===== config.mk =====
export PLATFORM = sky130hd
export DESIGN_NAME = fsrm_ctrl
export DESIGN_NICKNAME = d
export VERILOG_FILES = /design/src/hdl/fsrm_pkg.sv /design/src/hdl/fsrm_ctrl.sv
export SDC_FILE = /design/constraint.sdc
export NUM_CORES = 1
export LEC_CHECK = 0
export ABC_AREA = 1
export BUFFER_PORTS_ARGS = -buffer_cell sky130_fd_sc_hd__buf_2
export CORE_MARGIN = 4
export CORE_UTILIZATION = 49
export DETAILED_ROUTE_END_ITERATION = 10
export GPL_ROUTABILITY_DRIVEN = 0
export MAX_ROUTING_LAYER = met4
export PLACE_DENSITY = 0.81
export SKIP_CTS_REPAIR_TIMING = 1
export SYNTH_ARGS = -nofsm -noshare
export SYNTH_HDL_FRONTEND = slang
export SYNTH_SLANG_ARGS = --single-unit

===== constraint.sdc =====
create_clock -name clk -period 1.6 [get_ports clk]
set_input_delay 0.24 -clock clk [delete_from_list [all_inputs] [get_ports clk]]
set_output_delay 0.24 -clock clk [all_outputs]
set_load 0.05 [all_outputs]

===== src/hdl/fsrm_pkg.sv =====
`timescale 1ns / 1ps
// ----------------------------------------------------------------------------
// fsrm_pkg
// Shared types and constants of the sliding-window frame-rate meter.
// ----------------------------------------------------------------------------
package fsrm_pkg;

  // Field widths
  localparam int RATE_W   = 24;
  localparam int FRAMES_W = 9;
  localparam int WIN_W    = 24;
  localparam int THR_W    = 8;
  localparam int OUT_W    = 40;

  // Configuration port
  localparam int CFG_IDX_W  = 1;
  localparam int CFG_DATA_W = 24;
  localparam logic [CFG_IDX_W-1:0] REG_WINDOW_US        = 1'b0;
  localparam logic [CFG_IDX_W-1:0] REG_CHANGE_THRESHOLD = 1'b1;

  // Reset values of the registers
  localparam logic [WIN_W-1:0] WINDOW_US_RST        = 24'd1000000;
  localparam logic [THR_W-1:0] CHANGE_THRESHOLD_RST = 8'd2;

  // Input kinds
  localparam logic OP_FRAME = 1'b0;
  localparam logic OP_TICK  = 1'b1;

  // Rate arithmetic: one microsecond in Q.8 per second, the zero-span cap
  localparam int                US_Q8_W     = 28;
  localparam logic [US_Q8_W-1:0] US_Q8      = 28'd256000000;
  localparam logic [RATE_W-1:0] RATE_CAP_Q8 = 24'd256000;
  localparam logic [RATE_W-1:0] RATE_MAX    = 24'hFFFFFF;

  // Commands from the controller to the datapath
  typedef struct packed {
    logic load;        // latch time stamp, window limit
    logic frame_wr;    // store the stamp in the ring
    logic rd_oldest;   // read the oldest stamp
    logic evict;       // drop the oldest stamp
    logic rd_last;     // latch the first stamp, read the newest one
    logic span_load;   // form span and dividend, start the divider
    logic div_step;    // one quotient bit
    logic finish;      // update stored rate and load the result word
  } fsrm_cmd_t;

  // Status from the datapath to the controller
  typedef struct packed {
    logic count_zero;
    logic count_lt2;
    logic evict_en;
    logic too_old;
    logic div_last;
  } fsrm_stat_t;

endpackage


===== src/hdl/fsrm_ctrl.sv =====
`timescale 1ns / 1ps
// ----------------------------------------------------------------------------
// fsrm_ctrl
// Controller: sequences frame stores, the eviction walk, the rate division
// and the hand-off of each tick's result word.
// ----------------------------------------------------------------------------
module fsrm_ctrl
  import fsrm_pkg::*;
(
  input  logic       clk,
  input  logic       rst,
  input  logic       s_tvalid,
  output logic       s_tready,
  input  logic       s_tuser,
  output logic       m_tvalid,
  input  logic       m_tready,
  input  fsrm_stat_t stat,
  output fsrm_cmd_t  cmd
);

  typedef enum logic [9:0] {
    ST_IDLE     = 10'b0000000001,
    ST_FRAME_WR = 10'b0000000010,
    ST_EV_RD    = 10'b0000000100,
    ST_EV_CHK   = 10'b0000001000,
    ST_RATE_SEL = 10'b0000010000,
    ST_LAST_RD  = 10'b0000100000,
    ST_SPAN     = 10'b0001000000,
    ST_DIV      = 10'b0010000000,
    ST_FINISH   = 10'b0100000000,
    ST_SPARE    = 10'b1000000000
  } fsrm_state_t;

  fsrm_state_t state;
  fsrm_state_t state_next;
  logic        out_free;

  assign s_tready = state == ST_IDLE;
  assign out_free = !m_tvalid || m_tready;

  // Next state and commands
  always_comb begin
    state_next = state;
    cmd        = '0;
    unique case (state)
      ST_IDLE: begin
        if (s_tvalid) begin
          cmd.load   = 1'b1;
          state_next = (s_tuser == OP_FRAME) ? ST_FRAME_WR : ST_EV_RD;
        end
      end
      ST_FRAME_WR: begin
        cmd.frame_wr = 1'b1;
        state_next   = ST_IDLE;
      end
      ST_EV_RD: begin
        if (stat.count_zero || !stat.evict_en) begin
          state_next = ST_RATE_SEL;
        end else begin
          cmd.rd_oldest = 1'b1;
          state_next    = ST_EV_CHK;
        end
      end
      ST_EV_CHK: begin
        if (stat.too_old) begin
          cmd.evict  = 1'b1;
          state_next = ST_EV_RD;
        end else begin
          state_next = ST_RATE_SEL;
        end
      end
      ST_RATE_SEL: begin
        if (stat.count_lt2) begin
          state_next = ST_FINISH;
        end else begin
          cmd.rd_oldest = 1'b1;
          state_next    = ST_LAST_RD;
        end
      end
      ST_LAST_RD: begin
        cmd.rd_last = 1'b1;
        state_next  = ST_SPAN;
      end
      ST_SPAN: begin
        cmd.span_load = 1'b1;
        state_next    = ST_DIV;
      end
      ST_DIV: begin
        cmd.div_step = 1'b1;
        if (stat.div_last) begin
          state_next = ST_FINISH;
        end
      end
      ST_FINISH: begin
        if (out_free) begin
          cmd.finish = 1'b1;
          state_next = ST_IDLE;
        end
      end
      default: begin
        state_next = ST_IDLE;
      end
    endcase
  end

  always_ff @(posedge clk) begin
    if (rst) begin
      state <= ST_IDLE;
    end else begin
      state <= state_next;
    end
  end

  // Result word valid: set on finish, drop when taken
  always_ff @(posedge clk) begin
    if (rst) begin
      m_tvalid <= 1'b0;
    end else if (cmd.finish) begin
      m_tvalid <= 1'b1;
    end else if (m_tready) begin
      m_tvalid <= 1'b0;
    end
  end

endmodule

==> results.yml <==
placed_design:
  place_inst: 149
  port-buffer-count: 19
  dp_hpwl_mm: 1.25
routing:
  wl_per_cell_um: 12.5
  ant_nets: 0
  drc: 0
  viasPerCell: 5.16
  num_vias: 810
  drt_iter0_drc: 36
  wirelength_mm: 1.97
  first_pass_iters: 4
cells_and_area:
  area_growth_pct: 44.8
  final_common_cell: "nand2_1"
  layout-drive-gt1-share_pct: 40.8
  finish.utilization_pct: 74.9
  fillCellCount: 100
  fin_nets: 153
  diodes: 0
  final_cell_mix: "nand2_1 (25), inv_1 (20), nor2_1 (16)"
  final_cell_count_no_fill: 157
timing:
  setup_ws_ns: -0.116
  skew_ns: 0.00714
  slew_violations: 0
  grt_setup_unrepaired: "yes"
  min_period_ns: 1.72
  holdWs_ns: 0.155
  worst_pin_slew_ns: 0.247
  period_share_pct: 107
  slew-limit-headroom_pct: 83.6
  setup_viol: 6
  hold_viol: 0
  fmax_mhz: 583
run_status:
  violations: "setup timing"
  outcome: "finished, violations left"
die:
  die-area_mm2: 0.00203
  core_region_area_mm2: 0.00130
  rows: 13
  die_w_um: 45.1
  start_util_pct: 51.7
  pin_count: 20
  fp.dieH_um: 45.1
worst_setup_path:
  cp-end-kind: "output pin"
  start_kind: "register"
  worstPathRequired_ns: 1.36
  worstPathMaxFanout: 5
  cp.arrival_ns: 1.48
  r2r_slack_ns: 0.18
  critical_path_class: "register to output pin"
grt:
  overflow: 0
  grt_max_degree: 10
  grt_pass1_vias: 678
  grt_first_pass_wirelength_mm: 2.67
  grt_usage_pct: 18.9
  antenna_found_initial: 0
logic_synthesis:
  syn_inst: 115
  avgSynthCellArea_um2: 5.85
  yosysSeqAreaShare_pct: 29.7
  yosysWarnings: 0
  synth.distinct_cells: 18
  syn_area_um2: 673
  syn_nets: 125
  synth_seq_cells: 10
clock_network:
  htreeDepth: 1
  cts_buffers: 3
  cts_tree: "built"
  clk_latency_ns: 0.27
  clkSlewWorstSetupHoldPaths_ns: 0.07
  clock-sinks: 10
  cts_root_buf: "clkbuf_4"
  clock_path_buffers: 2
job:
  max_cap_viol_count: 0
worst_hold_path:
  hp-class: "input port to register"
power_and_ir_drop:
  power_uw: 1480
  vdd_ir_drop_max_mv: 0.919
  power_density_mw_per_mm2: 1510
  power.leakage_uw: 0.000530
## metal layers
layer | global-route usage, % | part of all wire, % | up-vias
li1 | - | - | 403
met1 | 19.9 | 35 | 368
met2 | 32.8 | 54 | 35
met3 | 3.59 | 8.8 | 4
met4 | 10.5 | 1.7 | 0
met5 | - | 0 | -
## power by group
part	internal [µW]	switching [µW]
Sequential	295	42.6
Clock	138	93.9
Combinational	295	611
Total	729	747
## Yosys cell counts
| master | n | area, µm² |
|---|---|---|
| nand3_2 | 2 | 20.0 |
| nor3_1 | 2 | 10.0 |
| buf_1 | 1 | 3.75 |
| nand2_2 | 1 | 6.26 |
| nor2_1 | 23 | 86.3 |
| nor4_1 | 2 | 12.5 |
| a21oi_1 | 1 | 5.00 |
| nor2_4 | 1 | 11.3 |
| o21ai_0 | 1 | 5.00 |
| inv_1 | 21 | 78.8 |
| dfxtp_1 | 10 | 200 |
| nand4_1 | 1 | 6.26 |
| nand2_1 | 28 | 105 |
| nor2_2 | 2 | 12.5 |
| nand3b_1 | 2 | 15.0 |
| nor3b_2 | 2 | 25.0 |
| nand3_1 | 11 | 55.1 |
| inv_2 | 4 | 15.0 |
## layout make-up
class                      instances  area, µm²  area share [%]
clock buffer                       4       36.3            3.72
tap                               15       18.8            1.93
inverter                          25       93.8            9.63
timing repair buffer              24        178            18.2
sequential                        10        206            21.2
multi-input combinational         79        442            45.3
## cell families after synthesis
group           count (synthesis)  synth area share [%]
buf+inv                        26                  14.5
simple gates                   77                  54.3
flops                          10                  29.7
compound gates                  2                  1.49
## worst max-delay path: stages (launching register included)
cell     delay, ns
dfxtp_2       0.34
nor2_4        0.14
nand2_4       0.08
nor2_4        0.17
inv_2         0.08
nor2_4        0.11
nand2_2       0.07
inv_1         0.07
buf_6         0.15
## per-stage QoR
step | area, µm² | TNS, ns | worst slack, ns
after floorplan | 687 | -0.194 | -0.194
after global placement | 805 | 0 | 0.0867
after detailed placement | 805 | 0 | 0.0464
after CTS | 841 | -0.985 | -0.256
after global routing | 975 | -0.862 | -0.162
final | 975 | -0.410 | -0.116
## registers in the layout, indices dropped and copies added (netlist names)
signal	count
m_tvalid	1
state	9
## path summary, 6_finish.rpt
check           start       end  cells past startpoint
max          state[7]    cmd[4]                      8
min           s_tuser  state[1]                      2
max reg2reg  state[8]  state[8]                      9
min reg2reg  m_tvalid  m_tvalid                      4
(Power assumes the default switching activity.)
